<file path="src/design/rpao_pkg.sv">
// Shared constants, payload types and elaboration-time tables for the point rotator.
package rpao_pkg;

    localparam int FRAC_BITS_DEF    = 16;
    localparam int CORDIC_STEPS_DEF = 18;

    localparam int CW    = 32;            // coordinate width
    localparam int DW    = CW + 1;        // point minus origin, never wraps
    localparam int GUARD = 16;            // extra fraction bits in the rotator
    localparam int KFRAC = 31;            // gain fraction bits
    localparam int XW    = DW + GUARD + 3;
    localparam int ZW    = 44;            // residual angle, radians in Q40

    localparam int DEG_FULL    = 360;
    localparam int DEG_HALF    = 180;
    localparam int DEG_QUARTER = 90;

    localparam logic [31:0] PI180_Q37      = 32'd2398762259;
    localparam logic [63:0] QUARTER_PI_Q40 = 64'd863554413089;

    typedef struct packed {
        logic signed [DW-1:0] dx;
        logic signed [DW-1:0] dy;
        logic signed [CW-1:0] ox;
        logic signed [CW-1:0] oy;
        logic signed [ZW-1:0] z;
        logic                 flip;
    } rpao_angle_t;

    typedef struct packed {
        logic signed [XW-1:0] x;
        logic signed [XW-1:0] y;
        logic signed [ZW-1:0] z;
        logic signed [CW-1:0] ox;
        logic signed [CW-1:0] oy;
    } rpao_rot_t;

    // Unsigned restoring division, used only to build constant tables.
    function automatic logic [63:0] udiv64(input logic [63:0] num, input logic [63:0] den);
        logic [64:0] rem;
        logic [63:0] quo;
        rem = '0;
        quo = '0;
        for (int j = 63; j >= 0; j--)
        begin
            rem = {rem[63:0], num[j]};
            if (rem >= {1'b0, den})
            begin
                rem    = rem - {1'b0, den};
                quo[j] = 1'b1;
            end
        end
        return quo;
    endfunction

    // atan(2^-step) in Q40: power series in Q62, terms truncated, then rounded.
    function automatic logic signed [ZW-1:0] atan_q40(input int step);
        logic signed [63:0] sum;
        logic signed [63:0] term;
        logic               neg;
        logic signed [ZW-1:0] res;
        sum = '0;
        neg = 1'b0;
        if (step == 0) begin
            res = ZW'(QUARTER_PI_Q40);
        end
        else begin
            for (int k = 1; k * step < 62; k += 2) begin
                term = udiv64(64'd1 << (62 - k * step), 64'(k));
                sum  = neg ? (sum - term) : (sum + term);
                neg  = ~neg;
            end
            res = ZW'((sum + (64'sd1 <<< 21)) >>> 22);
        end
        return res;
    endfunction

    function automatic logic [63:0] isqrt64(input logic [63:0] n);
        logic [63:0] rem;
        logic [63:0] res;
        logic [63:0] b;
        rem = n;
        res = '0;
        b   = 64'd1 << 62;
        for (int j = 0; j < 32; j++) begin
            if (b > rem) begin
                b = b >> 2;
            end
        end
        for (int j = 0; j < 32; j++) begin
            if (b != 64'd0) begin
                if (rem >= res + b) begin
                    rem = rem - (res + b);
                    res = (res >> 1) + b;
                end
                else begin
                    res = res >> 1;
                end
                b = b >> 2;
            end
        end
        return res;
    endfunction

    // Inverse CORDIC gain in Q31 for the given number of iterations.
    function automatic logic [KFRAC-1:0] gain_q31(input int steps);
        logic [63:0] k2;
        k2 = 64'd1 << 62;
        for (int i = 0; i < steps; i++) begin
            k2 = k2 - udiv64(k2, (64'd1 << (2 * i)) + 64'd1);
        end
        return KFRAC'(isqrt64(k2));
    endfunction

endpackage

</file>
<file path="src/design/rpao_cordic_stage.sv">
// One registered CORDIC micro-rotation with a fixed shift.
module rpao_cordic_stage #(
    parameter int STEP = 0
) (
    input  logic                clk,
    input  logic                rst_n,
    input  logic                in_valid,
    output logic                in_ready,
    input  rpao_pkg::rpao_rot_t in_data,
    output logic                out_valid,
    input  logic                out_ready,
    output rpao_pkg::rpao_rot_t out_data
);

    localparam logic signed [rpao_pkg::ZW-1:0] ATAN = rpao_pkg::atan_q40(STEP);

    logic                           vld_reg;
    logic signed [rpao_pkg::XW-1:0] xs;
    logic signed [rpao_pkg::XW-1:0] ys;
    rpao_pkg::rpao_rot_t            rot_next;
    rpao_pkg::rpao_rot_t            rot_reg;

    assign in_ready  = !vld_reg || out_ready;
    assign out_valid = vld_reg;

    assign xs = in_data.x >>> STEP;
    assign ys = in_data.y >>> STEP;

    // rotate toward zero residual angle
    always_comb
    begin
        rot_next = in_data;
        if (!in_data.z[rpao_pkg::ZW-1])
        begin
            rot_next.x = in_data.x - ys;
            rot_next.y = in_data.y + xs;
            rot_next.z = in_data.z - ATAN;
        end
        else
        begin
            rot_next.x = in_data.x + ys;
            rot_next.y = in_data.y - xs;
            rot_next.z = in_data.z + ATAN;
        end
    end

    always_ff @(posedge clk or negedge rst_n)
    begin
        if (!rst_n)
        begin
            vld_reg <= 1'b0;
        end
        else if (in_ready)
        begin
            vld_reg <= in_valid;
        end
    end

    always_ff @(posedge clk)
    begin
        if (in_ready)
        begin
            rot_reg <= rot_next;
        end
    end

    assign out_data = rot_reg;

endmodule

</file>
<file path="config.mk">
export PLATFORM = sky130hd
export DESIGN_NAME = rpao_cordic_stage
export DESIGN_NICKNAME = d
export VERILOG_FILES = /design/src/design/rpao_pkg.sv /design/src/design/rpao_cordic_stage.sv
export SDC_FILE = /design/constraint.sdc
export NUM_CORES = 1
export LEC_CHECK = 0
export BUFFER_PORTS_ARGS = -buffer_cell sky130_fd_sc_hd__buf_2
export CAP_MARGIN = 20
export CORE_ASPECT_RATIO = 0.8
export CORE_MARGIN = 5
export CORE_UTILIZATION = 45
export DETAILED_ROUTE_END_ITERATION = 16
export GPL_ROUTABILITY_DRIVEN = 0
export PLACE_DENSITY = 0.7
export SYNTH_ARGS = -nofsm -noshare
export SYNTH_HDL_FRONTEND = slang
export SYNTH_SLANG_ARGS = --single-unit
</file>
<file path="constraint.sdc">
create_clock -name clk -period 8.2 [get_ports clk]
set_input_delay 0.82 -clock clk [delete_from_list [all_inputs] [get_ports clk]]
set_output_delay 0.82 -clock clk [all_outputs]
set_load 0.05 [all_outputs]
</file>
==> results.sh <==
export IMPL_synth_top_cell_area_share_pct=35.9
export IMPL_cp_end_kind="flip-flop"
export IMPL_grt_start_max_net_pins=85
export IMPL_ir_drop_mv=0.135
export IMPL_synthTopCellsByCount="a21oi_1, edfxtp_1, ha_1"
export IMPL_routed_wl_um=62300
export IMPL_final_fill_count=3514
export IMPL_synth_edf_count=211
export IMPL_cp_required_ns=8.52
export IMPL_cts_max_level=1
export IMPL_hold_violations=0
export IMPL_numCtsBuffers=25
export IMPL_cts_tree="yes"
export IMPL_regArea_um2=6360
export IMPL_drt_iter0_drc=2301
export IMPL_synth_top_family_by_area="compound AO/OA/AOI/OAI gates"
export IMPL_post_route_cells_drive_above_1_share_pct=21.7
export IMPL_path_class="primary input to flip-flop"
export IMPL_dp_hpwl_um=49800
export IMPL_syn_nets=2353
export IMPL_ant_nets=0
export IMPL_num_rows=64
export IMPL_status="complete, no violations"
export IMPL_grt_use_total_pct=26.9
export IMPL_initial_core_util_pct=45.8
export IMPL_yosys_area_top_type="edfxtp_1"
export IMPL_die_w_um=231
export IMPL_vias=17100
export IMPL_cts_max_path_buffers=3
export IMPL_multi_input_area_um2=10300
export IMPL_root_buffer="clkbuf_16"
export IMPL_grt_pass1_vias=16000
export IMPL_drc=0
export IMPL_setup_tns_final_ns=0
export IMPL_netlist_top_cells_area="edfxtp_1, ha_1, a21oi_1"
export IMPL_async_flop_share_pct=0.472
export IMPL_antenna_found_initial=9
export IMPL_synth_compound_area_share_pct=23.0
export IMPL_viasPerCell=5.95
export IMPL_synthXorXnorAreaFrac_pct=7.00
export IMPL_nets=2737
export IMPL_yosys_area_share_adder_pct=14.3
export IMPL_setup_violations=0
export IMPL_cap_violations=0
export IMPL_grt_first_pass_wirelength_um=92900
export IMPL_synth_seq_cells=212
export IMPL_die_area_um2=43300
export IMPL_seq_area_frac_synth_pct=36.0
export IMPL_post_place_ws_ns=3.43
export IMPL_slew_limit_headroom_pct=32.4
export IMPL_period_share_pct=52.6
export IMPL_syn_area_um2=17700
export IMPL_worst_hold_slack_ns=0.438
export IMPL_critPathLaunchType="primary input"
export IMPL_io_pin_count=430
export IMPL_synthSimpleGateAreaFrac_pct=12.9
export IMPL_rsz0062_at_grt="no"
export IMPL_synth_area_per_cell_um2=9.11
export IMPL_slew_viol_final=0
export IMPL_synth_area_mux_share_pct=1.08
export IMPL_io_buffer_count=429
export IMPL_cp_arrival_ns=4.63
export IMPL_fmax_mhz=232
export IMPL_postPlaceCellArea_um2=20200
export IMPL_finish_utilization_pct=54.4
export IMPL_fin_skew_ns=0.0197
export IMPL_hp_class="primary input to flip-flop"
export IMPL_p_leak_nw=9.40
export IMPL_syn2layout_area_growth_pct=18.7
export IMPL_core_um2=38500
export IMPL_firstDrtPassIters=7
export IMPL_yosysMostFrequentCell="a21oi_1"
export IMPL_ys_warn_count=0
export IMPL_overflow=0
export IMPL_critPathMaxFanout=11
export IMPL_grtUsageMet1_pct=36.1
export IMPL_fin_area_um2=21000
export IMPL_path_clk_slew_ns=0.06
export IMPL_period_minus_slack_ns=4.31
export IMPL_clk_latency_ns=0.57
export IMPL_synth_cell_type_count=86
export IMPL_synth_cells=1938
export IMPL_synthFlopType="edfxtp_1"
export IMPL_power_density_nw_per_um2=210
export IMPL_grt_use_met2_pct=42.5
export IMPL_drt_wirelength_per_cell_um=21.7
export IMPL_top_usage_layer="met2"
export IMPL_die_height_um=187
export IMPL_cts_sinks=212
export IMPL_tightest_slew_ns=1.00
export IMPL_grtUsageMet3_pct=7.04
export IMPL_fin_ws_ns=3.89
power by group:
| group | internal, W | switching, W |
|---|---|---|
| Clock | 0.000569 | 0.000498 |
| Sequential | 0.00142 | 0.0000548 |
| Combinational | 0.000497 | 0.00136 |
through the flow:
step	instances	power [W]
after floorplan	1938	0.00282
after global placement	2822	0.00331
after detailed placement	2822	0.00332
after CTS	2867	0.00440
after global routing	2869	0.00458
final	2870	0.00440
metal layers:
layer  vias to the layer above  wire length [um]
li1                       7798                 -
met1                      7960             24500
met2                      1140             27800
met3                       173              7270
met4                        12              2650
met5                         -                67
kinds of logic (layout without fill, tap and decap cells):
logic type / after synthesis / count (layout)
flops: 212 / 212
other cells: 0 / 3
compound gates: 634 / 634
mux: 19 / 19
simple gates: 479 / 479
xor+xnor: 141 / 141
buf+inv: 254 / 655
fa+ha+maj: 199 / 199
layout by cell type (no fill, tap or decap), types with 14 or more instances in the layout:
cell type	count
o211ai_1	14
nand3_1	36
xor2_1	18
edfxtp_1	211
clkbuf_16	25
mux2i_1	18
a21oi_1	233
buf_2	428
o31ai_1	19
o21ai_0	118
inv_1	171
nor2b_1	18
o21bai_1	49
nor2_1	157
nor4_1	15
ha_1	195
nor3_1	41
o21a_1	22
nand4_1	28
nand2_1	117
xnor2_1	123
a31oi_1	15
a21o_1	59
state kept, by name, indices dropped and copies added (netlist names):
signal	flops
out_data	211
out_valid	1
area by class of cell:
cell class / count / area share, %
well taps: 528 / 3.15
clock buffers: 27 / 3.02
multi-input cells: 1472 / 49.2
repair buffers: 436 / 10.5
clock inverters: 17 / 0.597
flip-flops and latches: 212 / 30.4
diodes: 3 / 0.0358
inverters: 175 / 3.14
worst paths after layout:
check                             startpoint             to  slack [ns]  cells after the start
worst max-delay path            in_data[111]  out_data[144]        3.89                     14
worst min-delay path             in_data[60]   out_data[60]        0.44                      1
worst max register to register     out_valid  out_data[110]        5.93                      2
worst min register to register     out_valid      out_valid        1.10                      2
max in group asynchronous              rst_n      out_valid        7.52                      2
min in group asynchronous              rst_n      out_valid        0.59                      2
worst max-delay path, cell delays in order:
cell and delay [ns]:
buf_2 0.10, inv_1 0.04, ha_1 0.43, a21o_1 0.23
a21oi_1 0.28, a31oi_1 0.18, o41ai_1 0.61, o21a_1 0.26
o21ai_0 0.16, o21ai_0 0.82, nand3_1 0.22, a21oi_1 0.21
a21oi_1 0.08, xnor2_1 0.17
repair_timing:
| item | in CTS | in global routing |
|---|---|---|
| gates resized for setup | 0 | 0 |
| hold endpoints to repair | 1 | 0 |
| buffers inserted | 0 | 0 |
| hold buffers | 1 | 0 |
No activity file was read; power rests on OpenSTA's default activity.
