$ cat config.mk
export PLATFORM = sky130hd
export DESIGN_NAME = rpao_prescale
export DESIGN_NICKNAME = d
export VERILOG_FILES = /design/src/design/rpao_pkg.sv /design/src/design/rpao_prescale.sv
export SDC_FILE = /design/constraint.sdc
export NUM_CORES = 2
export LEC_CHECK = 0
export BUFFER_PORTS_ARGS = -buffer_cell sky130_fd_sc_hd__buf_4
export CORE_AREA = 4 4 298 373
export DETAILED_ROUTE_END_ITERATION = 6
export DIE_AREA = 0 0 302 377
export PLACE_DENSITY_LB_ADDON = 0.15
export SLEW_MARGIN = 15
export SYNTH_ARGS = -nofsm -noshare
export SYNTH_HDL_FRONTEND = slang
export SYNTH_SLANG_ARGS = --single-unit
$ cat constraint.sdc
create_clock -name clk -period 26.9 [get_ports clk]
set_input_delay 2.69 -clock clk [delete_from_list [all_inputs] [get_ports clk]]
set_output_delay 2.69 -clock clk [all_outputs]
set_load 0.03 [all_outputs]
$ cat src/design/rpao_pkg.sv
// Shared constants, payload types and elaboration-time tables for the point rotator.
package rpao_pkg;

    localparam int FRAC_BITS_DEF    = 16;
    localparam int CORDIC_STEPS_DEF = 18;

    localparam int CW    = 32;            // coordinate width
    localparam int DW    = CW + 1;        // point minus origin, never wraps
    localparam int GUARD = 16;            // extra fraction bits in the rotator
    localparam int KFRAC = 31;            // gain fraction bits
    localparam int XW    = DW + GUARD + 3;
    localparam int ZW    = 44;            // residual angle, radians in Q40

    localparam int DEG_FULL    = 360;
    localparam int DEG_HALF    = 180;
    localparam int DEG_QUARTER = 90;

    localparam logic [31:0] PI180_Q37      = 32'd2398762259;
    localparam logic [63:0] QUARTER_PI_Q40 = 64'd863554413089;

    typedef struct packed {
        logic signed [DW-1:0] dx;
        logic signed [DW-1:0] dy;
        logic signed [CW-1:0] ox;
        logic signed [CW-1:0] oy;
        logic signed [ZW-1:0] z;
        logic                 flip;
    } rpao_angle_t;

    typedef struct packed {
        logic signed [XW-1:0] x;
        logic signed [XW-1:0] y;
        logic signed [ZW-1:0] z;
        logic signed [CW-1:0] ox;
        logic signed [CW-1:0] oy;
    } rpao_rot_t;

    // Unsigned restoring division, used only to build constant tables.
    function automatic logic [63:0] udiv64(input logic [63:0] num, input logic [63:0] den);
        logic [64:0] rem;
        logic [63:0] quo;
        rem = '0;
        quo = '0;
        for (int j = 63; j >= 0; j--)
        begin
            rem = {rem[63:0], num[j]};
            if (rem >= {1'b0, den})
            begin
                rem    = rem - {1'b0, den};
                quo[j] = 1'b1;
            end
        end
        return quo;
    endfunction

    // atan(2^-step) in Q40: power series in Q62, terms truncated, then rounded.
    function automatic logic signed [ZW-1:0] atan_q40(input int step);
        logic signed [63:0] sum;
        logic signed [63:0] term;
        logic               neg;
        logic signed [ZW-1:0] res;
        sum = '0;
        neg = 1'b0;
        if (step == 0) begin
            res = ZW'(QUARTER_PI_Q40);
        end
        else begin
            for (int k = 1; k * step < 62; k += 2) begin
                term = udiv64(64'd1 << (62 - k * step), 64'(k));
                sum  = neg ? (sum - term) : (sum + term);
                neg  = ~neg;
            end
            res = ZW'((sum + (64'sd1 <<< 21)) >>> 22);
        end
        return res;
    endfunction

    function automatic logic [63:0] isqrt64(input logic [63:0] n);
        logic [63:0] rem;
        logic [63:0] res;
        logic [63:0] b;
        rem = n;
        res = '0;
        b   = 64'd1 << 62;
        for (int j = 0; j < 32; j++) begin
            if (b > rem) begin
                b = b >> 2;
            end
        end
        for (int j = 0; j < 32; j++) begin
            if (b != 64'd0) begin
                if (rem >= res + b) begin
                    rem = rem - (res + b);
                    res = (res >> 1) + b;
                end
                else begin
                    res = res >> 1;
                end
                b = b >> 2;
            end
        end
        return res;
    endfunction

    // Inverse CORDIC gain in Q31 for the given number of iterations.
    function automatic logic [KFRAC-1:0] gain_q31(input int steps);
        logic [63:0] k2;
        k2 = 64'd1 << 62;
        for (int i = 0; i < steps; i++) begin
            k2 = k2 - udiv64(k2, (64'd1 << (2 * i)) + 64'd1);
        end
        return KFRAC'(isqrt64(k2));
    endfunction

endpackage

$ cat src/design/rpao_prescale.sv
// Gain compensation of the difference vector and half-turn negation.
module rpao_prescale #(
    parameter int CORDIC_STEPS = rpao_pkg::CORDIC_STEPS_DEF
) (
    input  logic                  clk,
    input  logic                  rst_n,
    input  logic                  in_valid,
    output logic                  in_ready,
    input  rpao_pkg::rpao_angle_t in_data,
    output logic                  out_valid,
    input  logic                  out_ready,
    output rpao_pkg::rpao_rot_t   out_data
);

    localparam int NST = 3;
    localparam int MPW = rpao_pkg::DW + rpao_pkg::KFRAC + 1;
    localparam int SH  = rpao_pkg::KFRAC - rpao_pkg::GUARD;
    localparam logic [rpao_pkg::KFRAC-1:0] GAIN = rpao_pkg::gain_q31(CORDIC_STEPS);
    localparam logic signed [MPW-1:0] PRND = MPW'(1) <<< (SH - 1);

    typedef struct packed {
        logic signed [rpao_pkg::CW-1:0] ox;
        logic signed [rpao_pkg::CW-1:0] oy;
        logic signed [rpao_pkg::ZW-1:0] z;
        logic                           flip;
    } side_t;

    logic [NST-1:0] vld_reg;
    logic [NST-1:0] vld_next;
    logic [NST-1:0] vld_src;
    logic [NST:0]   adv;

    always_comb
    begin
        adv[NST] = out_ready;
        for (int s = NST - 1; s >= 0; s--)
        begin
            adv[s] = !vld_reg[s] || adv[s+1];
        end
    end

    assign vld_src  = {vld_reg[NST-2:0], in_valid};
    assign vld_next = (vld_src & adv[NST-1:0]) | (vld_reg & ~adv[NST-1:0]);

    always_ff @(posedge clk or negedge rst_n)
    begin
        if (!rst_n)
        begin
            vld_reg <= '0;
        end
        else
        begin
            vld_reg <= vld_next;
        end
    end

    assign in_ready  = adv[0];
    assign out_valid = vld_reg[NST-1];

    // stage 1: multiply by the inverse gain
    logic signed [MPW-1:0] mx1_next;
    logic signed [MPW-1:0] my1_next;
    logic signed [MPW-1:0] mx1_reg;
    logic signed [MPW-1:0] my1_reg;
    side_t                 sd1_next;
    side_t                 sd1_reg;

    assign mx1_next = in_data.dx * $signed({1'b0, GAIN});
    assign my1_next = in_data.dy * $signed({1'b0, GAIN});
    assign sd1_next = '{ox: in_data.ox, oy: in_data.oy, z: in_data.z, flip: in_data.flip};

    always_ff @(posedge clk)
    begin
        if (adv[0])
        begin
            mx1_reg <= mx1_next;
            my1_reg <= my1_next;
            sd1_reg <= sd1_next;
        end
    end

    // stage 2: round half up, keep the guard bits
    logic signed [MPW-1:0]          mxr2;
    logic signed [MPW-1:0]          myr2;
    logic signed [rpao_pkg::XW-1:0] x2_reg;
    logic signed [rpao_pkg::XW-1:0] y2_reg;
    side_t                          sd2_reg;

    assign mxr2 = (mx1_reg + PRND) >>> SH;
    assign myr2 = (my1_reg + PRND) >>> SH;

    always_ff @(posedge clk)
    begin
        if (adv[1])
        begin
            x2_reg  <= mxr2[rpao_pkg::XW-1:0];
            y2_reg  <= myr2[rpao_pkg::XW-1:0];
            sd2_reg <= sd1_reg;
        end
    end

    // stage 3: negate for the folded half turn
    rpao_pkg::rpao_rot_t rot3_next;
    rpao_pkg::rpao_rot_t rot3_reg;

    always_comb
    begin
        rot3_next.x  = sd2_reg.flip ? -x2_reg : x2_reg;
        rot3_next.y  = sd2_reg.flip ? -y2_reg : y2_reg;
        rot3_next.z  = sd2_reg.z;
        rot3_next.ox = sd2_reg.ox;
        rot3_next.oy = sd2_reg.oy;
    end

    always_ff @(posedge clk)
    begin
        if (adv[2])
        begin
            rot3_reg <= rot3_next;
        end
    end

    assign out_data = rot3_reg;

endmodule

==> key figures <==
GRT
  – Met2 usage: 57.0%
  – Top Usage Layer GRT: met2
  – Number of global-route vias before repair: 41600
  – Largest net degree at the start of global routing: 170
  – First-pass GRT wire length: 254 mm
  – Grt ovf: 0
  – Initial antenna violation count: 0
  – Met1 Usage GRT: 33.4%
  – GR Layer Usage met3: 3.54%
  – GRT Resource Usage Total: 30.3%

Clock network
  – CTS root buffer: clkbuf_16
  – CTS tree: yes
  – CTS buffer count: 66
  – Clock sinks: 635
  – Cts hold-fix bufs: 0
  – Clock transition at path regs: 0.06 ns
  – Post-CTS setup buffer count: 0
  – Later-pin clock latency in the skew report: 0.60 ns
  – H-tree Lvls: 3
  – Post_cts resized: 0
  – Longest Clk Path Bufs: 3

Route
  – DRT Pass-1 Iters: 5
  – Routed wire length: 171 mm
  – WL per Instance: 23.7 µm
  – Vias per cell: 5.37
  – Number of routed nets with antenna violations: 0
  – Via count: 38600
  – Post-route DRC: 0
  – Detailed Route Iter0 Violations: 2232

Status
  – Outcome: complete, no violations

Floorplan
  – Die area: 0.114 mm²
  – Die Wd: 302 µm
  – Rows: 135
  – Core Region: 0.108 mm²
  – I/O pin count: 393
  – Initial Util: 57.6%
  – Die height: 377 µm

Final layout
  – Diodes inserted: 0
  – Layout cells sized above 1: 9.18%
  – Max reg flops: 212
  – Filler cells: 8644
  – Final Util: 64.0%
  – Most common cell after layout, fill and taps aside: inv_1
  – Final net count: 7530
  – Commonest non-fill, non-tap cells in the layout: inv_1, fa_1, ha_1
  – P&R area growth vs syn: 11.0%

STA
  – RSZ-0062 raised after global routing: false
  – Hold Slack: 0.401 ns
  – Max Slew Vio Count: 0
  – Fmax: 97.2 MHz
  – Final Skew: 0.0444 ns
  – # setup viols final: 0
  – Max_slew headroom: 28.0%
  – Min Tclk post-route: 10.28 ns
  – Worst setup margin: 16.62 ns
  – Period Utilization, post-route: 38.2%
  – Setup_tns: 0 ns
  – Slew @ Worst Pin: 1.08 ns
  – Fin. Hold Viols: 0

Placed design
  – Final HPWL DP: 150 mm
  – GP Congestion: 1.00
  – Port bufs: 392
  – Dpl ws: 16.02 ns

Synthesis
  – Yosys cell types: 64
  – Most used DFF post-synth: edfxtp_1
  – Post-synthesis instance area: 0.0621 mm²
  – Sequential area share after synthesis: 30.7%
  – Syn_area_per_cell: 11.8 µm²
  – Warnings from Yosys: 0
  – Number of flops mapped to enable cells by yosys: 632
  – Seq cells post-synth: 635
  – Syn_nets: 7108
  – Cells after synthesis: 5282
  – Asr flop ratio synth: 0.472%

Critical path
  – Critical Path RT: 27.23 ns
  – CP startpoint kind: input port
  – Worst Setup End Kind: flop
  – Largest stage delay, worst path: 0.67 ns
  – Critical Path AT: 10.62 ns
  – CP max stage cell: o41ai_1
  – CP most frequent cell: fa_1
  – Critical-path maximum fanout: 8
  – Crit path kind: in2reg

Job
  – Max Cap Viol: 0

Min path
  – Hold Path Class: reg2reg
## worst max-delay path, delay by kind of cell
| kind | cells | cell delay [ns] |
|---|---|---|
| buffers and inverters | 5 | 0.46 |
| and+or+nand+nor | 2 | 0.38 |
| xor gates and xnor gates | 2 | 0.37 |
| AOI/OAI and AO/OA | 9 | 3.08 |
| adders and majority gates | 9 | 3.65 |
## synth_stat cells, drive strengths merged (17+ instances only)
cell / count / area [µm²]
nand4: 47 / 294
nand3: 62 / 310
fa: 875 / 17500
o21ai: 112 / 561
ha: 772 / 9660
o31ai: 31 / 233
xor2: 182 / 1590
clkbuf: 46 / 173
or4: 17 / 139
a21oi: 174 / 871
nor3: 37 / 185
and3: 29 / 181
xnor2: 299 / 2620
o21bai: 30 / 225
or3: 25 / 166
a21o: 112 / 841
o41ai: 23 / 243
nand2b: 25 / 156
nor2: 97 / 364
nand2: 157 / 589
edfxtp: 632 / 19000
inv: 1356 / 5090
## per-stage QoR
step,area [µm²],std cells
after CTS,68900,7191
after global placement,66800,7074
after detailed placement,66800,7074
after global routing,68900,7191
after floorplan,62100,5282
final,68900,7191
## cells by family (layout without fill, tap and decap cells)
family	after synthesis	in the layout	synth area share [%]
adders and majority gates	1647	1647	43.8
DFF	635	635	30.7
AOI/OAI and AO/OA	556	556	5.73
buffers and inverters	1407	1878	8.52
and+or+nand+nor	553	553	4.46
muxes	3	3	0.0484
xor gates and xnor gates	481	481	6.78
## area by class of cell
type / count / area [µm²] / share of cell area, %
well taps: 1438 / 1800 / 2.61
clock inverters: 42 / 467 / 0.677
flip-flops and latches: 635 / 19100 / 27.6
inverters: 1357 / 5090 / 7.39
clock buffers: 75 / 1720 / 2.49
multi-input cells: 3240 / 37800 / 54.8
repair buffers: 404 / 3060 / 4.44
## routing by layer
metal	wire [µm]	share of wire [%]
met5	0	0
met4	10900	6.4
met3	7290	4.3
met2	92600	54
met1	59800	35
## worst paths after layout
kind	from	to	cells after the start	slack, ns
setup reg to reg	y2_reg[20]	out_data[159]	9	22.83
hold / removal	rot3_next[5]	out_data[5]	0	0.40
setup / recovery	in_data[121]	my1_reg[51]	27	16.62
hold reg to reg	rot3_next[5]	out_data[5]	0	0.40
min in group asynchronous	rst_n	async pin	1	1.87
max in group asynchronous	rst_n	async pin	1	24.93
Power is left out: the tool's default activity adds up to more than one toggle a clock period on the data nets, which glitch-free logic cannot reach.
