### src/design/rpao_pkg.sv
// Shared constants, payload types and elaboration-time tables for the point rotator.
package rpao_pkg;

    localparam int FRAC_BITS_DEF    = 16;
    localparam int CORDIC_STEPS_DEF = 18;

    localparam int CW    = 32;            // coordinate width
    localparam int DW    = CW + 1;        // point minus origin, never wraps
    localparam int GUARD = 16;            // extra fraction bits in the rotator
    localparam int KFRAC = 31;            // gain fraction bits
    localparam int XW    = DW + GUARD + 3;
    localparam int ZW    = 44;            // residual angle, radians in Q40

    localparam int DEG_FULL    = 360;
    localparam int DEG_HALF    = 180;
    localparam int DEG_QUARTER = 90;

    localparam logic [31:0] PI180_Q37      = 32'd2398762259;
    localparam logic [63:0] QUARTER_PI_Q40 = 64'd863554413089;

    typedef struct packed {
        logic signed [DW-1:0] dx;
        logic signed [DW-1:0] dy;
        logic signed [CW-1:0] ox;
        logic signed [CW-1:0] oy;
        logic signed [ZW-1:0] z;
        logic                 flip;
    } rpao_angle_t;

    typedef struct packed {
        logic signed [XW-1:0] x;
        logic signed [XW-1:0] y;
        logic signed [ZW-1:0] z;
        logic signed [CW-1:0] ox;
        logic signed [CW-1:0] oy;
    } rpao_rot_t;

    // Unsigned restoring division, used only to build constant tables.
    function automatic logic [63:0] udiv64(input logic [63:0] num, input logic [63:0] den);
        logic [64:0] rem;
        logic [63:0] quo;
        rem = '0;
        quo = '0;
        for (int j = 63; j >= 0; j--)
        begin
            rem = {rem[63:0], num[j]};
            if (rem >= {1'b0, den})
            begin
                rem    = rem - {1'b0, den};
                quo[j] = 1'b1;
            end
        end
        return quo;
    endfunction

    // atan(2^-step) in Q40: power series in Q62, terms truncated, then rounded.
    function automatic logic signed [ZW-1:0] atan_q40(input int step);
        logic signed [63:0] sum;
        logic signed [63:0] term;
        logic               neg;
        logic signed [ZW-1:0] res;
        sum = '0;
        neg = 1'b0;
        if (step == 0) begin
            res = ZW'(QUARTER_PI_Q40);
        end
        else begin
            for (int k = 1; k * step < 62; k += 2) begin
                term = udiv64(64'd1 << (62 - k * step), 64'(k));
                sum  = neg ? (sum - term) : (sum + term);
                neg  = ~neg;
            end
            res = ZW'((sum + (64'sd1 <<< 21)) >>> 22);
        end
        return res;
    endfunction

    function automatic logic [63:0] isqrt64(input logic [63:0] n);
        logic [63:0] rem;
        logic [63:0] res;
        logic [63:0] b;
        rem = n;
        res = '0;
        b   = 64'd1 << 62;
        for (int j = 0; j < 32; j++) begin
            if (b > rem) begin
                b = b >> 2;
            end
        end
        for (int j = 0; j < 32; j++) begin
            if (b != 64'd0) begin
                if (rem >= res + b) begin
                    rem = rem - (res + b);
                    res = (res >> 1) + b;
                end
                else begin
                    res = res >> 1;
                end
                b = b >> 2;
            end
        end
        return res;
    endfunction

    // Inverse CORDIC gain in Q31 for the given number of iterations.
    function automatic logic [KFRAC-1:0] gain_q31(input int steps);
        logic [63:0] k2;
        k2 = 64'd1 << 62;
        for (int i = 0; i < steps; i++) begin
            k2 = k2 - udiv64(k2, (64'd1 << (2 * i)) + 64'd1);
        end
        return KFRAC'(isqrt64(k2));
    endfunction

endpackage

### src/design/rpao_if.sv


interface rpao_out_if;
    logic                            valid;
    logic                            ready;
    logic signed [rpao_pkg::CW-1:0]  rotated_x;
    logic signed [rpao_pkg::CW-1:0]  rotated_y;
    logic                            saturated;

    modport source (
        output valid, rotated_x, rotated_y, saturated,
        input  ready
    );
    modport sink (
        input  valid, rotated_x, rotated_y, saturated,
        output ready
    );
endinterface

### src/design/rpao_output.sv
// Drop guard bits, add the origin back and clamp to the coordinate range.
module rpao_output (
    input  logic                clk,
    input  logic                rst_n,
    input  logic                in_valid,
    output logic                in_ready,
    input  rpao_pkg::rpao_rot_t in_data,
    rpao_out_if.source          result
);

    localparam int NST = 2;
    localparam int CW  = rpao_pkg::CW;
    localparam int OW  = rpao_pkg::XW - rpao_pkg::GUARD;
    localparam int SW  = OW + 1;
    localparam logic signed [rpao_pkg::XW-1:0] ORND =
        rpao_pkg::XW'(1) <<< (rpao_pkg::GUARD - 1);
    localparam logic [CW-1:0] CMAX = {1'b0, {(CW-1){1'b1}}};
    localparam logic [CW-1:0] CMIN = {1'b1, {(CW-1){1'b0}}};

    function automatic logic [CW:0] clamp_coord(input logic [SW-1:0] v);
        logic          over;
        logic [CW-1:0] val;
        over = (v[SW-1:CW-1] != {(SW-CW+1){v[SW-1]}});
        if (over)
        begin
            val = v[SW-1] ? CMIN : CMAX;
        end
        else
        begin
            val = v[CW-1:0];
        end
        return {over, val};
    endfunction

    logic [NST-1:0] vld_reg;
    logic [NST-1:0] vld_next;
    logic [NST-1:0] vld_src;
    logic [NST:0]   adv;

    always_comb
    begin
        adv[NST] = result.ready;
        for (int s = NST - 1; s >= 0; s--)
        begin
            adv[s] = !vld_reg[s] || adv[s+1];
        end
    end

    assign vld_src  = {vld_reg[NST-2:0], in_valid};
    assign vld_next = (vld_src & adv[NST-1:0]) | (vld_reg & ~adv[NST-1:0]);

    always_ff @(posedge clk or negedge rst_n)
    begin
        if (!rst_n)
        begin
            vld_reg <= '0;
        end
        else
        begin
            vld_reg <= vld_next;
        end
    end

    assign in_ready = adv[0];

    // stage 1: round half up by the guard bits
    logic signed [rpao_pkg::XW-1:0] xr1;
    logic signed [rpao_pkg::XW-1:0] yr1;
    logic signed [OW-1:0]           x1_reg;
    logic signed [OW-1:0]           y1_reg;
    logic signed [CW-1:0]           ox1_reg;
    logic signed [CW-1:0]           oy1_reg;

    assign xr1 = (in_data.x + ORND) >>> rpao_pkg::GUARD;
    assign yr1 = (in_data.y + ORND) >>> rpao_pkg::GUARD;

    always_ff @(posedge clk)
    begin
        if (adv[0])
        begin
            x1_reg  <= xr1[OW-1:0];
            y1_reg  <= yr1[OW-1:0];
            ox1_reg <= in_data.ox;
            oy1_reg <= in_data.oy;
        end
    end

    // stage 2: add origin, clamp, flag either clamp
    logic signed [SW-1:0] sx2;
    logic signed [SW-1:0] sy2;
    logic [CW:0]          cx2;
    logic [CW:0]          cy2;
    logic [CW-1:0]        rx_reg;
    logic [CW-1:0]        ry_reg;
    logic                 sat_reg;

    assign sx2 = SW'(x1_reg) + SW'(ox1_reg);
    assign sy2 = SW'(y1_reg) + SW'(oy1_reg);
    assign cx2 = clamp_coord(sx2);
    assign cy2 = clamp_coord(sy2);

    always_ff @(posedge clk)
    begin
        if (adv[1])
        begin
            rx_reg  <= cx2[CW-1:0];
            ry_reg  <= cy2[CW-1:0];
            sat_reg <= cx2[CW] | cy2[CW];
        end
    end

    assign result.valid     = vld_reg[NST-1];
    assign result.rotated_x = $signed(rx_reg);
    assign result.rotated_y = $signed(ry_reg);
    assign result.saturated = sat_reg;

endmodule

### src/flat_wrapper.sv
// flat-port wrapper written by rule: the top's interface ports become plain ports
module rpao_output_flat 
  (clk, rst_n, in_valid, in_ready, in_data, result_valid, result_rotated_x, result_rotated_y, result_saturated, result_ready);
  rpao_out_if result_i ();
  input  logic clk;
  input  logic rst_n;
  input  logic in_valid;
  output logic in_ready;
  input  rpao_pkg::rpao_rot_t in_data;
  output wire logic [$bits(result_i.valid)-1:0] result_valid;
  output wire logic [$bits(result_i.rotated_x)-1:0] result_rotated_x;
  output wire logic [$bits(result_i.rotated_y)-1:0] result_rotated_y;
  output wire logic [$bits(result_i.saturated)-1:0] result_saturated;
  input wire logic [$bits(result_i.ready)-1:0] result_ready;
  assign result_valid = result_i.valid;
  assign result_rotated_x = result_i.rotated_x;
  assign result_rotated_y = result_i.rotated_y;
  assign result_saturated = result_i.saturated;
  assign result_i.ready = result_ready;
  rpao_output u_core (.clk(clk), .rst_n(rst_n), .in_valid(in_valid), .in_ready(in_ready), .in_data(in_data), .result(result_i));
endmodule
### config.mk
export PLATFORM = sky130hd
export DESIGN_NAME = rpao_output_flat
export DESIGN_NICKNAME = d
export VERILOG_FILES = /design/src/design/rpao_pkg.sv /design/src/design/rpao_if.sv /design/src/design/rpao_output.sv /design/src/flat_wrapper.sv
export SDC_FILE = /design/constraint.sdc
export NUM_CORES = 1
export LEC_CHECK = 0
export BUFFER_PORTS_ARGS = -buffer_cell sky130_fd_sc_hd__buf_2
export CELL_PAD_IN_SITES_DETAIL_PLACEMENT = 1
export CELL_PAD_IN_SITES_GLOBAL_PLACEMENT = 2
export CORE_UTILIZATION = 37
export DETAILED_ROUTE_END_ITERATION = 16
export HOLD_SLACK_MARGIN = 0.02
export PLACE_DENSITY_LB_ADDON = 0.12
export SYNTH_ARGS = -nofsm -noshare
export SYNTH_HDL_FRONTEND = slang
export SYNTH_SLANG_ARGS = --single-unit
### constraint.sdc
create_clock -name clk -period 7.58 [get_ports clk]
set_clock_uncertainty 0.1 [all_clocks]
set_input_delay 0.379 -clock clk [delete_from_list [all_inputs] [get_ports clk]]
set_output_delay 0.379 -clock clk [all_outputs]
set_load 0.1 [all_outputs]
==> flow_summary.json <==
{
  "crit_type": "reg2reg",
  "synthArstFlopShare_pct": 0.985,
  "gr-total-overflow": 0,
  "required_ns": 7.69,
  "io_pins": 283,
  "initial_core_util_pct": 37.5,
  "maxCapViolations": 0,
  "cts_resized": 0,
  "cts_tree": "yes",
  "die_x_um": 181,
  "report.final.slew_viol_count": 0,
  "synth_warnings": 0,
  "ant_nets": 0,
  "cp_max_fo": 32,
  "cp.arrival_ns": 4.42,
  "first_pass_iters": 4,
  "viasPerCell": 5.07,
  "die_area_mm2": 0.0326,
  "synth_cells": 1060,
  "coreArea_mm2": 0.0315,
  "drc": 0,
  "tightest_slew_ns": 1.14,
  "p_per_area_mw_per_mm2": 279,
  "ys_seq_area_share_pct": 51.6,
  "grt_pass1_wl_mm": 46.7,
  "track_usage_pct": 17.9,
  "placed_area_mm2": 0.0132,
  "setup_tns_ns": 0,
  "cp-end-kind": "flop",
  "h-tree-depth": 1,
  "multi_input_area_mm2": 0.00542,
  "critPathLaunchType": "flop",
  "synth-edff-count": 201,
  "vias": 8883,
  "final_area_mm2": 0.0147,
  "yosys_register_bits": 203,
  "hold_class": "in2reg",
  "worstPathCellList": "ha_1 -> inv_1 -> fa_1 -> nor2b_1 -> o2111ai_1 -> a21oi_1 -> o21ai_1 -> a21oi_1 -> o22ai_1 -> and2_0 -> and4_1 -> o21ai_2 -> o21ai_0",
  "die_height_um": 181,
  "fin_nets": 1621,
  "avgSynthCellArea_um2": 11.1,
  "synth.distinct_cells": 66,
  "rows": 65,
  "drive_gt1_share_pct": 20.3,
  "antenna_found_initial": 2,
  "synth-main-ff-cell": "edfxtp_1",
  "max-slew-margin-rel_pct": 23.8,
  "cp_slowest_cell": "o21ai_2",
  "rsz0062_at_grt": "false",
  "cts_setup_buffers": 0,
  "hold_buffers": 66,
  "clockBufferDepth": 3,
  "register_area_mm2": 0.00609,
  "wl_per_cell_um": 16.9,
  "drtIter0Drc": 314,
  "grt_pass1_vias": 9198,
  "grt_max_degree": 70,
  "drt-total-wl_mm": 29.5,
  "gp_congestion": 0.838,
  "clk_latency_ns": 0.53,
  "synth_fp_nets": 1352,
  "cts_sinks": 203,
  "post-dp-hpwl_mm": 23.2,
  "synthToLayoutAreaGrowth_pct": 24.4,
  "dp.cells": 1638,
  "slowest_delay_ns": 0.89,
  "leakagePower_nw": 5.79,
  "fin_cells": 1752,
  "holdWs_ns": 0.0471,
  "peakVddDrop_mv": 0.157,
  "clk_pin_slew_ns": 0.06,
  "synth_area_mm2": 0.0118,
  "max_freq_mhz": 232,
  "setup_violations": 0,
  "layout_min_cycle_time_ns": 4.30,
  "numCtsBuffers": 25,
  "status": "finished, final reports clean",
  "hold_violations": 0,
  "port_buffers": 208,
  "fillCellCount": 3479,
  "root_buffer": "clkbuf_16",
  "crit_top_cell": "a21oi_1",
  "fin_crit_sh_pct": 56.8
}
final timing paths:
path | from | endpoint | slack (ns) | cells after the start
max | u_core.x1_reg[0] | u_core.result.rotated_x[13] | 3.28 | 13
min | in_data[211] | u_core.x1_reg[35] | 0.05 | 2
max reg2reg | u_core.x1_reg[0] | u_core.result.rotated_x[13] | 3.28 | 13
min reg2reg | flop | flop | 0.38 | 1
max in group asynchronous | rst_n | asynchronous set/reset pin | 7.22 | 2
min in group asynchronous | rst_n | asynchronous set/reset pin | 0.07 | 2
layout make-up:
| cell class | instances | area share [%] |
|---|---|---|
| Multi-Input combinational cell | 792 | 36.9 |
| Timing Repair Buffer | 277 | 11.7 |
| Antenna cell | 2 | 0.0341 |
| Inverter | 30 | 0.767 |
| Sequential cell | 203 | 41.4 |
| Tap cell | 402 | 3.43 |
| Clock inverter | 18 | 1.34 |
| Clock buffer | 28 | 4.34 |
critical path, delay by kind of cell, from the launching register on:
kind,cells,cell delay (ns)
compound gates,7,2.29
simple gates,3,0.59
fa+ha+maj,2,0.59
buf+inv,1,0.06
flops,1,0.35
layer usage:
layer	global-route usage, %	vias to the layer above	share of wire, %
met1	20.4	4134	42
li1	-	4523	-
met2	33.6	170	51
met4	6.56	0	3.0
met3	2.61	56	3.7
met5	0	-	0
logic make-up after synthesis:
family,synth area share [%]
flops,51.6
compound gates,14.5
simple gates,12.9
buf+inv,2.60
xor+xnor,9.94
mux,0.339
fa+ha+maj,8.18
where the power goes:
part,leakage [nW],switching (W),internal [W]
logic,3.35,0.00107,0.000365
clock network,0.405,0.000458,0.000740
registers,2.03,0.0000430,0.00142
cell usage after synthesis (6+ instances only):
master    instances  share of area (%)
xor2_1           49                3.6
inv_1            30               0.95
nor2_1           53                1.7
edfxtp_1        201                 51
o21ai_0          76                3.2
clkbuf_1          9               0.29
and3_1           22                1.2
nand2_1          92                2.9
nand4_1          23                1.2
a21oi_1          68                2.9
nor3_1           10               0.42
a31oi_1          13               0.69
or3_1             8               0.42
and4_1            7               0.52
a21o_1           25                1.6
nand2b_1          9               0.48
o21ai_1          29                1.2
buf_2            17               0.72
ha_1             74                7.8
o211ai_1          8               0.51
o31ai_1           6               0.38
nand3_1          46                2.0
a211oi_1          7               0.45
xnor2_1          85                6.3
cells in the final DEF, fill, tap and decap left out, types with 4 or more instances in the layout:
master and instances:
nor2b_1 5, nand2_1 92, dlygate4sd3_1 66, or2_2 5, nor3_1 10, nand4_1 23, and2_1 4, ha_1 74
xnor2_1 85, and4_1 7, o21ai_0 76, o211ai_1 8, o21bai_1 5, buf_2 208, or3_1 8, o21a_1 5
nand3_1 46, nor4_1 5, clkinv_1 5, bufinv_16 4, edfxtp_1 201, clkinv_2 5, inv_1 30, and3_1 22
o31ai_1 6, a21oi_1 68, nor2_1 53, o21ai_1 29, a211oi_1 7, a21o_1 25, mux2i_1 4, xor2_1 49
a31oi_1 13, clkbuf_16 25, nand2b_1 8
per-stage QoR:
stage | power (W) | setup WS [ns] | utilization (%)
floorplan | 0.00262 | 0.767 | -
global placement | 0.00288 | 3.41 | 41.9
detailed placement | 0.00290 | 3.27 | 41.9
CTS | 0.00414 | 3.25 | 46.6
global route | 0.00428 | 2.87 | 46.7
finish | 0.00409 | 3.28 | 46.7
No activity file was read; power rests on OpenSTA's default activity.
