==> config.mk <==
export PLATFORM = sky130hd
export DESIGN_NAME = rpao_angle_flat
export DESIGN_NICKNAME = d
export VERILOG_FILES = /design/src/design/rpao_pkg.sv /design/src/design/rpao_if.sv /design/src/design/rpao_angle.sv /design/src/flat_wrapper.sv
export SDC_FILE = /design/constraint.sdc
export NUM_CORES = 2
export LEC_CHECK = 0
export BUFFER_PORTS_ARGS = -buffer_cell sky130_fd_sc_hd__buf_2
export CORE_ASPECT_RATIO = 1.2
export CORE_MARGIN = 3
export CORE_UTILIZATION = 34
export DETAILED_ROUTE_END_ITERATION = 12
export PLACE_DENSITY_LB_ADDON = 0.1
export SYNTH_ARGS = -nofsm -noshare
export SYNTH_HDL_FRONTEND = slang
export SYNTH_SLANG_ARGS = --single-unit
==> constraint.sdc <==
create_clock -name clk -period 29.2 [get_ports clk]
set_input_delay 8.76 -clock clk [delete_from_list [all_inputs] [get_ports clk]]
set_output_delay 8.76 -clock clk [all_outputs]
set_load 0.02 [all_outputs]
==> src/design/rpao_pkg.sv <==
// Shared constants, payload types and elaboration-time tables for the point rotator.
package rpao_pkg;

    localparam int FRAC_BITS_DEF    = 16;
    localparam int CORDIC_STEPS_DEF = 18;

    localparam int CW    = 32;            // coordinate width
    localparam int DW    = CW + 1;        // point minus origin, never wraps
    localparam int GUARD = 16;            // extra fraction bits in the rotator
    localparam int KFRAC = 31;            // gain fraction bits
    localparam int XW    = DW + GUARD + 3;
    localparam int ZW    = 44;            // residual angle, radians in Q40

    localparam int DEG_FULL    = 360;
    localparam int DEG_HALF    = 180;
    localparam int DEG_QUARTER = 90;

    localparam logic [31:0] PI180_Q37      = 32'd2398762259;
    localparam logic [63:0] QUARTER_PI_Q40 = 64'd863554413089;

    typedef struct packed {
        logic signed [DW-1:0] dx;
        logic signed [DW-1:0] dy;
        logic signed [CW-1:0] ox;
        logic signed [CW-1:0] oy;
        logic signed [ZW-1:0] z;
        logic                 flip;
    } rpao_angle_t;

    typedef struct packed {
        logic signed [XW-1:0] x;
        logic signed [XW-1:0] y;
        logic signed [ZW-1:0] z;
        logic signed [CW-1:0] ox;
        logic signed [CW-1:0] oy;
    } rpao_rot_t;

    // Unsigned restoring division, used only to build constant tables.
    function automatic logic [63:0] udiv64(input logic [63:0] num, input logic [63:0] den);
        logic [64:0] rem;
        logic [63:0] quo;
        rem = '0;
        quo = '0;
        for (int j = 63; j >= 0; j--)
        begin
            rem = {rem[63:0], num[j]};
            if (rem >= {1'b0, den})
            begin
                rem    = rem - {1'b0, den};
                quo[j] = 1'b1;
            end
        end
        return quo;
    endfunction

    // atan(2^-step) in Q40: power series in Q62, terms truncated, then rounded.
    function automatic logic signed [ZW-1:0] atan_q40(input int step);
        logic signed [63:0] sum;
        logic signed [63:0] term;
        logic               neg;
        logic signed [ZW-1:0] res;
        sum = '0;
        neg = 1'b0;
        if (step == 0) begin
            res = ZW'(QUARTER_PI_Q40);
        end
        else begin
            for (int k = 1; k * step < 62; k += 2) begin
                term = udiv64(64'd1 << (62 - k * step), 64'(k));
                sum  = neg ? (sum - term) : (sum + term);
                neg  = ~neg;
            end
            res = ZW'((sum + (64'sd1 <<< 21)) >>> 22);
        end
        return res;
    endfunction

    function automatic logic [63:0] isqrt64(input logic [63:0] n);
        logic [63:0] rem;
        logic [63:0] res;
        logic [63:0] b;
        rem = n;
        res = '0;
        b   = 64'd1 << 62;
        for (int j = 0; j < 32; j++) begin
            if (b > rem) begin
                b = b >> 2;
            end
        end
        for (int j = 0; j < 32; j++) begin
            if (b != 64'd0) begin
                if (rem >= res + b) begin
                    rem = rem - (res + b);
                    res = (res >> 1) + b;
                end
                else begin
                    res = res >> 1;
                end
                b = b >> 2;
            end
        end
        return res;
    endfunction

    // Inverse CORDIC gain in Q31 for the given number of iterations.
    function automatic logic [KFRAC-1:0] gain_q31(input int steps);
        logic [63:0] k2;
        k2 = 64'd1 << 62;
        for (int i = 0; i < steps; i++) begin
            k2 = k2 - udiv64(k2, (64'd1 << (2 * i)) + 64'd1);
        end
        return KFRAC'(isqrt64(k2));
    endfunction

endpackage

==> src/design/rpao_if.sv <==
// Valid/ready channel interfaces for input points and rotated results.
interface rpao_in_if;
    logic                            valid;
    logic                            ready;
    logic signed [rpao_pkg::CW-1:0]  point_x;
    logic signed [rpao_pkg::CW-1:0]  point_y;
    logic signed [rpao_pkg::CW-1:0]  origin_x;
    logic signed [rpao_pkg::CW-1:0]  origin_y;
    logic signed [rpao_pkg::CW-1:0]  angle_deg;

    modport source (
        output valid, point_x, point_y, origin_x, origin_y, angle_deg,
        input  ready
    );
    modport sink (
        input  valid, point_x, point_y, origin_x, origin_y, angle_deg,
        output ready
    );
endinterface


==> src/design/rpao_angle.sv <==
// Angle reduction modulo 360 degrees, quadrant fold and conversion to radians.
module rpao_angle #(
    parameter int FRAC_BITS = rpao_pkg::FRAC_BITS_DEF
) (
    input  logic                  clk,
    input  logic                  rst_n,
    rpao_in_if.sink               point,
    output logic                  out_valid,
    input  logic                  out_ready,
    output rpao_pkg::rpao_angle_t out_data
);

    localparam int NST = 7;
    localparam int FW  = FRAC_BITS + 9;    // holds one full turn
    localparam int MW  = 25 - FRAC_BITS;   // quotient width
    localparam int AW  = FW + 2;           // signed remainder width
    localparam int RW  = FRAC_BITS + 8;    // folded angle, signed
    localparam int PW  = RW + 33;          // degrees times pi/180

    localparam logic [63:0] FULL    = 64'(rpao_pkg::DEG_FULL) << FRAC_BITS;
    localparam logic [63:0] HALF    = 64'(rpao_pkg::DEG_HALF) << FRAC_BITS;
    localparam logic [63:0] QUARTER = 64'(rpao_pkg::DEG_QUARTER) << FRAC_BITS;
    localparam logic [63:0] THREEQ  = FULL - QUARTER;
    localparam logic [63:0] RECIP   = (64'd1 << 32) / FULL;
    localparam logic [63:0] OFFS    = (64'd1 << 31) % FULL;
    localparam logic [63:0] BACK    = FULL - OFFS;
    localparam logic signed [PW-1:0] ZRND = PW'(1) <<< (FRAC_BITS - 4);

    logic [NST-1:0] vld_reg;
    logic [NST-1:0] vld_next;
    logic [NST-1:0] vld_src;
    logic [NST:0]   adv;

    always_comb
    begin
        adv[NST] = out_ready;
        for (int s = NST - 1; s >= 0; s--)
        begin
            adv[s] = !vld_reg[s] || adv[s+1];
        end
    end

    assign vld_src  = {vld_reg[NST-2:0], point.valid};
    assign vld_next = (vld_src & adv[NST-1:0]) | (vld_reg & ~adv[NST-1:0]);

    always_ff @(posedge clk or negedge rst_n)
    begin
        if (!rst_n)
        begin
            vld_reg <= '0;
        end
        else
        begin
            vld_reg <= vld_next;
        end
    end

    assign point.ready = adv[0];
    assign out_valid   = vld_reg[NST-1];

    // stage 1: offset angle to unsigned, estimate quotient, form differences
    logic [31:0]            u1_next;
    logic [32+MW-1:0]       prod1;
    rpao_pkg::rpao_angle_t  g1_next;
    logic [31:0]            u1_reg;
    logic [MW-1:0]          q1_reg;
    rpao_pkg::rpao_angle_t  g1_reg;

    assign u1_next = {~point.angle_deg[31], point.angle_deg[30:0]};
    assign prod1   = u1_next * RECIP[MW-1:0];

    always_comb
    begin
        g1_next      = '0;
        g1_next.dx   = rpao_pkg::DW'(point.point_x) - rpao_pkg::DW'(point.origin_x);
        g1_next.dy   = rpao_pkg::DW'(point.point_y) - rpao_pkg::DW'(point.origin_y);
        g1_next.ox   = point.origin_x;
        g1_next.oy   = point.origin_y;
    end

    always_ff @(posedge clk)
    begin
        if (adv[0])
        begin
            u1_reg <= u1_next;
            q1_reg <= prod1[32 +: MW];
            g1_reg <= g1_next;
        end
    end

    // stage 2: quotient times one turn
    logic [MW+FW-1:0]       qf_full;
    logic [31:0]            u2_reg;
    logic [31:0]            qf2_reg;
    rpao_pkg::rpao_angle_t  g2_reg;

    assign qf_full = q1_reg * FULL[FW-1:0];

    always_ff @(posedge clk)
    begin
        if (adv[1])
        begin
            u2_reg  <= u1_reg;
            qf2_reg <= qf_full[31:0];
            g2_reg  <= g1_reg;
        end
    end

    // stage 3: remainder, one correction step for the low quotient estimate
    logic [AW-1:0]          rem3;
    logic [AW-1:0]          remf3;
    logic [FW-1:0]          r3_next;
    logic [FW-1:0]          r3_reg;
    rpao_pkg::rpao_angle_t  g3_reg;

    assign rem3    = AW'(u2_reg) - AW'(qf2_reg);
    assign remf3   = rem3 - FULL[AW-1:0];
    assign r3_next = remf3[AW-1] ? rem3[FW-1:0] : remf3[FW-1:0];

    always_ff @(posedge clk)
    begin
        if (adv[2])
        begin
            r3_reg <= r3_next;
            g3_reg <= g2_reg;
        end
    end

    // stage 4: remove the unsigned offset, wrap back into one turn
    logic [AW-1:0]          s4;
    logic [AW-1:0]          t4;
    logic [FW-1:0]          r4_next;
    logic [FW-1:0]          r4_reg;
    rpao_pkg::rpao_angle_t  g4_reg;

    assign s4      = AW'(r3_reg) - OFFS[AW-1:0];
    assign t4      = AW'(r3_reg) + BACK[AW-1:0];
    assign r4_next = s4[AW-1] ? t4[FW-1:0] : s4[FW-1:0];

    always_ff @(posedge clk)
    begin
        if (adv[3])
        begin
            r4_reg <= r4_next;
            g4_reg <= g3_reg;
        end
    end

    // stage 5: fold into [-90, 90]; the middle half turn negates the vector
    logic [AW-1:0]          rza5;
    logic [AW-1:0]          rzb5;
    logic signed [RW-1:0]   rz5_next;
    logic                   flip5;
    rpao_pkg::rpao_angle_t  g5_next;
    logic signed [RW-1:0]   rz5_reg;
    rpao_pkg::rpao_angle_t  g5_reg;

    assign rza5 = AW'(r4_reg) - HALF[AW-1:0];
    assign rzb5 = AW'(r4_reg) - FULL[AW-1:0];

    always_comb
    begin
        if (r4_reg <= QUARTER[FW-1:0])
        begin
            rz5_next = $signed(r4_reg[RW-1:0]);
            flip5    = 1'b0;
        end
        else if (r4_reg < THREEQ[FW-1:0])
        begin
            rz5_next = $signed(rza5[RW-1:0]);
            flip5    = 1'b1;
        end
        else
        begin
            rz5_next = $signed(rzb5[RW-1:0]);
            flip5    = 1'b0;
        end
        g5_next      = g4_reg;
        g5_next.flip = flip5;
    end

    always_ff @(posedge clk)
    begin
        if (adv[4])
        begin
            rz5_reg <= rz5_next;
            g5_reg  <= g5_next;
        end
    end

    // stage 6: degrees times pi/180
    logic signed [PW-1:0]   zp6_next;
    logic signed [PW-1:0]   zp6_reg;
    rpao_pkg::rpao_angle_t  g6_reg;

    assign zp6_next = rz5_reg * $signed({1'b0, rpao_pkg::PI180_Q37});

    always_ff @(posedge clk)
    begin
        if (adv[5])
        begin
            zp6_reg <= zp6_next;
            g6_reg  <= g5_reg;
        end
    end

    // stage 7: round half up into Q40
    logic signed [PW-1:0]   zr7;
    logic signed [PW-1:0]   zs7;
    rpao_pkg::rpao_angle_t  g7_next;
    rpao_pkg::rpao_angle_t  g7_reg;

    assign zr7 = zp6_reg + ZRND;
    assign zs7 = zr7 >>> (FRAC_BITS - 3);

    always_comb
    begin
        g7_next   = g6_reg;
        g7_next.z = zs7[rpao_pkg::ZW-1:0];
    end

    always_ff @(posedge clk)
    begin
        if (adv[6])
        begin
            g7_reg <= g7_next;
        end
    end

    assign out_data = g7_reg;

endmodule

==> src/flat_wrapper.sv <==
// flat-port wrapper written by rule: the top's interface ports become plain ports
module rpao_angle_flat 
#(
    parameter int FRAC_BITS = rpao_pkg::FRAC_BITS_DEF
)
  (clk, rst_n, out_valid, out_ready, out_data, point_valid, point_point_x, point_point_y, point_origin_x, point_origin_y, point_angle_deg, point_ready);
  rpao_in_if point_i ();
  input  logic clk;
  input  logic rst_n;
  output logic out_valid;
  input  logic out_ready;
  output rpao_pkg::rpao_angle_t out_data;
  input wire logic [$bits(point_i.valid)-1:0] point_valid;
  input wire logic [$bits(point_i.point_x)-1:0] point_point_x;
  input wire logic [$bits(point_i.point_y)-1:0] point_point_y;
  input wire logic [$bits(point_i.origin_x)-1:0] point_origin_x;
  input wire logic [$bits(point_i.origin_y)-1:0] point_origin_y;
  input wire logic [$bits(point_i.angle_deg)-1:0] point_angle_deg;
  output wire logic [$bits(point_i.ready)-1:0] point_ready;
  assign point_i.valid = point_valid;
  assign point_i.point_x = point_point_x;
  assign point_i.point_y = point_point_y;
  assign point_i.origin_x = point_origin_x;
  assign point_i.origin_y = point_origin_y;
  assign point_i.angle_deg = point_angle_deg;
  assign point_ready = point_i.ready;
  rpao_angle #(.FRAC_BITS(FRAC_BITS)) u_core (.clk(clk), .rst_n(rst_n), .point(point_i), .out_valid(out_valid), .out_ready(out_ready), .out_data(out_data));
endmodule
==> qor.yml <==
run_status: "completed"
fillCellCount: 15500
slowest_stage: "sky130_fd_sc_hd__nor2_1"
post-dp-hpwl_mm: 92.7
largest_register_ff_count: 175
grt_pass1_wl_mm: 185
area_of_the_placeable_core_sq_um: 165000
timing.final.setup_violations: 0
drc: 0
die_footprint_sq_um: 171000
antenna_violating_nets_post_route: 0
yosys-top-cells-area: "sky130_fd_sc_hd__edfxtp_1 61%, sky130_fd_sc_hd__fa_1 13%, sky130_fd_sc_hd__ha_1 10%"
io_pins: 341
synth_seq_cells: 1153
total_grt_overflow: 0
place_congestion: 0.885
relSlewSlack_pct: 29.3
avgRoutedWirePerCell_microns: 19.1
worst_skew_pair_latency_ps: 770
std_cell_rows: 163
total_area_of_multi_input_combinational_cells_sq_um: 19200
timing.critical_path.from_type: "primary input"
drt-pass1-iter-count: 7
synth.lib_cells_used.distinct: 78
max_clock_freq_ghz: 0.0489
max-cap-violations: 0
cp_slowest_stage_delay_ps: 840
detailed_place.area_sq_um: 60900
critical_path_required_ps: 20440
kind_of_capture_point_of_the_worst_setup_path: "primary output"
design.final.nets: 5094
cts-root-to-sink-buffers: 3
final_layout_size_suffix_gt1_share_pct: 13.7
async_reset_ff_share_pct: 0.607
place.port_buffers: 340
fp.dieH_microns: 452
dr.first_iter.drc_count: 1396
cts_inserted_buffers: 118
final-seq-area_sq_um: 34600
tritoncts: "built"
skew_ps: 76.5
initial_core_util_pct: 34.3
setup_total_negative_slack_ps: 0
route.detailed.vias_per_inst: 4.43
ctsHtreeMaxLevel: 3
maxSlewViolCount: 0
period_share_pct: 70.0
tightest_slew_ps: 1060
antenna_found_initial: 35
grt_setup_unrepaired: "false"
finalCoreUtilization_pct: 39.4
yosys.area.top_type: "sky130_fd_sc_hd__edfxtp_1"
area_growth_syn_to_layout_pct: 15.0
grtUsageTotal_pct: 14.4
worstHoldPathType: "flop to flop"
design_area_sq_um: 64900
root_buffer: "sky130_fd_sc_hd__clkbuf_16"
cts_resized: 0
syn_area_sq_um: 56400
post-cts-setup-buffer-count: 0
via_count_of_the_first_global_routing_pass: 30500
chipWidth_microns: 378
cp_num_buf_inv: 3
tritoncts_num_sinks: 1153
synth_top_area_share_pct: 61.0
worstPathCellList: "buf_2 -> nor2b_1 -> nand3_4 -> nor2_1 -> nand4_1 -> buf_4 -> buf_2"
cpMostUsedCell: "sky130_fd_sc_hd__buf_2"
critical_path.top_delay_family: "simple AND/OR/NAND/NOR gates"
timing_hold_violations_final: 0
path_clk_slew_ps: 80
route.vias.total: 28200
drt_wirelength_mm: 121
grt_max_degree: 74
synth_edf_count: 1146
synthesis.yosys.warnings: 0
post_cts_hold_buffer_count: 0
period_minus_slack_ps: 20440
yosys-top-cells-count: "1146 x sky130_fd_sc_hd__edfxtp_1, 687 x sky130_fd_sc_hd__inv_1, 472 x sky130_fd_sc_hd__ha_1"
yosys.cell_count.top_type: "sky130_fd_sc_hd__edfxtp_1"
holdWs_ps: 354
synthCells: 3641
synth_nets: 4638
setup.worst_path.class: "primary input to primary output"
timing.critical_path.fanout_max: 40
ys.flop_type: "sky130_fd_sc_hd__edfxtp_1"
synth-seq-area-share_pct: 61.3
cp_data_arrival_time_ps: 11680
average_cell_area_after_synthesis_sq_um: 15.5
## stage by stage
stage,setup slack [ps],instances
floorplan,1630,3641
global route,8510,6346
global placement,8660,6122
detailed placement,8610,6122
CTS,8610,6343
finish,8760,6358
## metal layers
| layer | vias up | track usage (%) | share of wire [%] |
|---|---|---|---|
| met5 | - | 0 | 0.12 |
| met4 | 22 | 4.85 | 2.9 |
| met3 | 215 | 3.24 | 5.1 |
| met2 | 429 | 26.0 | 52 |
| li1 | 13600 | - | - |
| met1 | 13900 | 16.8 | 40 |
## logic make-up after synthesis
family,count (synthesis),share of synthesized area (%)
buffers and inverters,712,4.76
muxes,3,0.0554
DFF,1153,61.3
adders and majority gates,833,23.3
xor gates and xnor gates,170,2.64
AOI/OAI and AO/OA,389,4.62
and+or+nand+nor,381,3.34
## final timing paths
path / startpoint / end / slack (ps) / cells past startpoint
worst max-delay path: out_ready / point_ready / 8760 / 7
worst min-delay path: u_core.g6_reg[55]$_DFFE_PP_ / u_core.out_data[55]$_DFFE_PP_ / 350 / 0
worst max register to register: u_core.rz5_reg[9]$_DFFE_PP_ / u_core.zp6_reg[50]$_DFFE_PP_ / 21390 / 24
worst min register to register: u_core.g6_reg[55]$_DFFE_PP_ / u_core.out_data[55]$_DFFE_PP_ / 350 / 0
max in group asynchronous: rst_n / async pin / 21150 / 1
min in group asynchronous: rst_n / async pin / 7860 / 1
## layout by cell type, fill, tap and decap left out, drive strengths merged, types with 16 or more instances in the layout
cell	instances
o21ai	69
xnor2	117
o21bai	21
nor3	17
nand2b	16
clkinv	50
fa	361
ha	472
and3	17
nor2b	26
nand2	99
edfxtp	1146
inv	693
a21oi	120
clkbuf	145
xor2	53
o21a	20
buf	361
nand3	39
nand4	32
a21o	65
nor2	91
## area by class of cell
type                    count  area share (%)
flip-flops and latches   1153            53.3
multi-input cells        1776            29.6
clock buffers             145            4.79
well taps                2145            4.14
inverters                 687            4.00
repair buffers            361            2.87
clock inverters            76            1.25
diodes                     15          0.0579
Power is left out: the tool's default activity adds up to more than one toggle a clock period on the data nets, which glitch-free logic cannot reach.
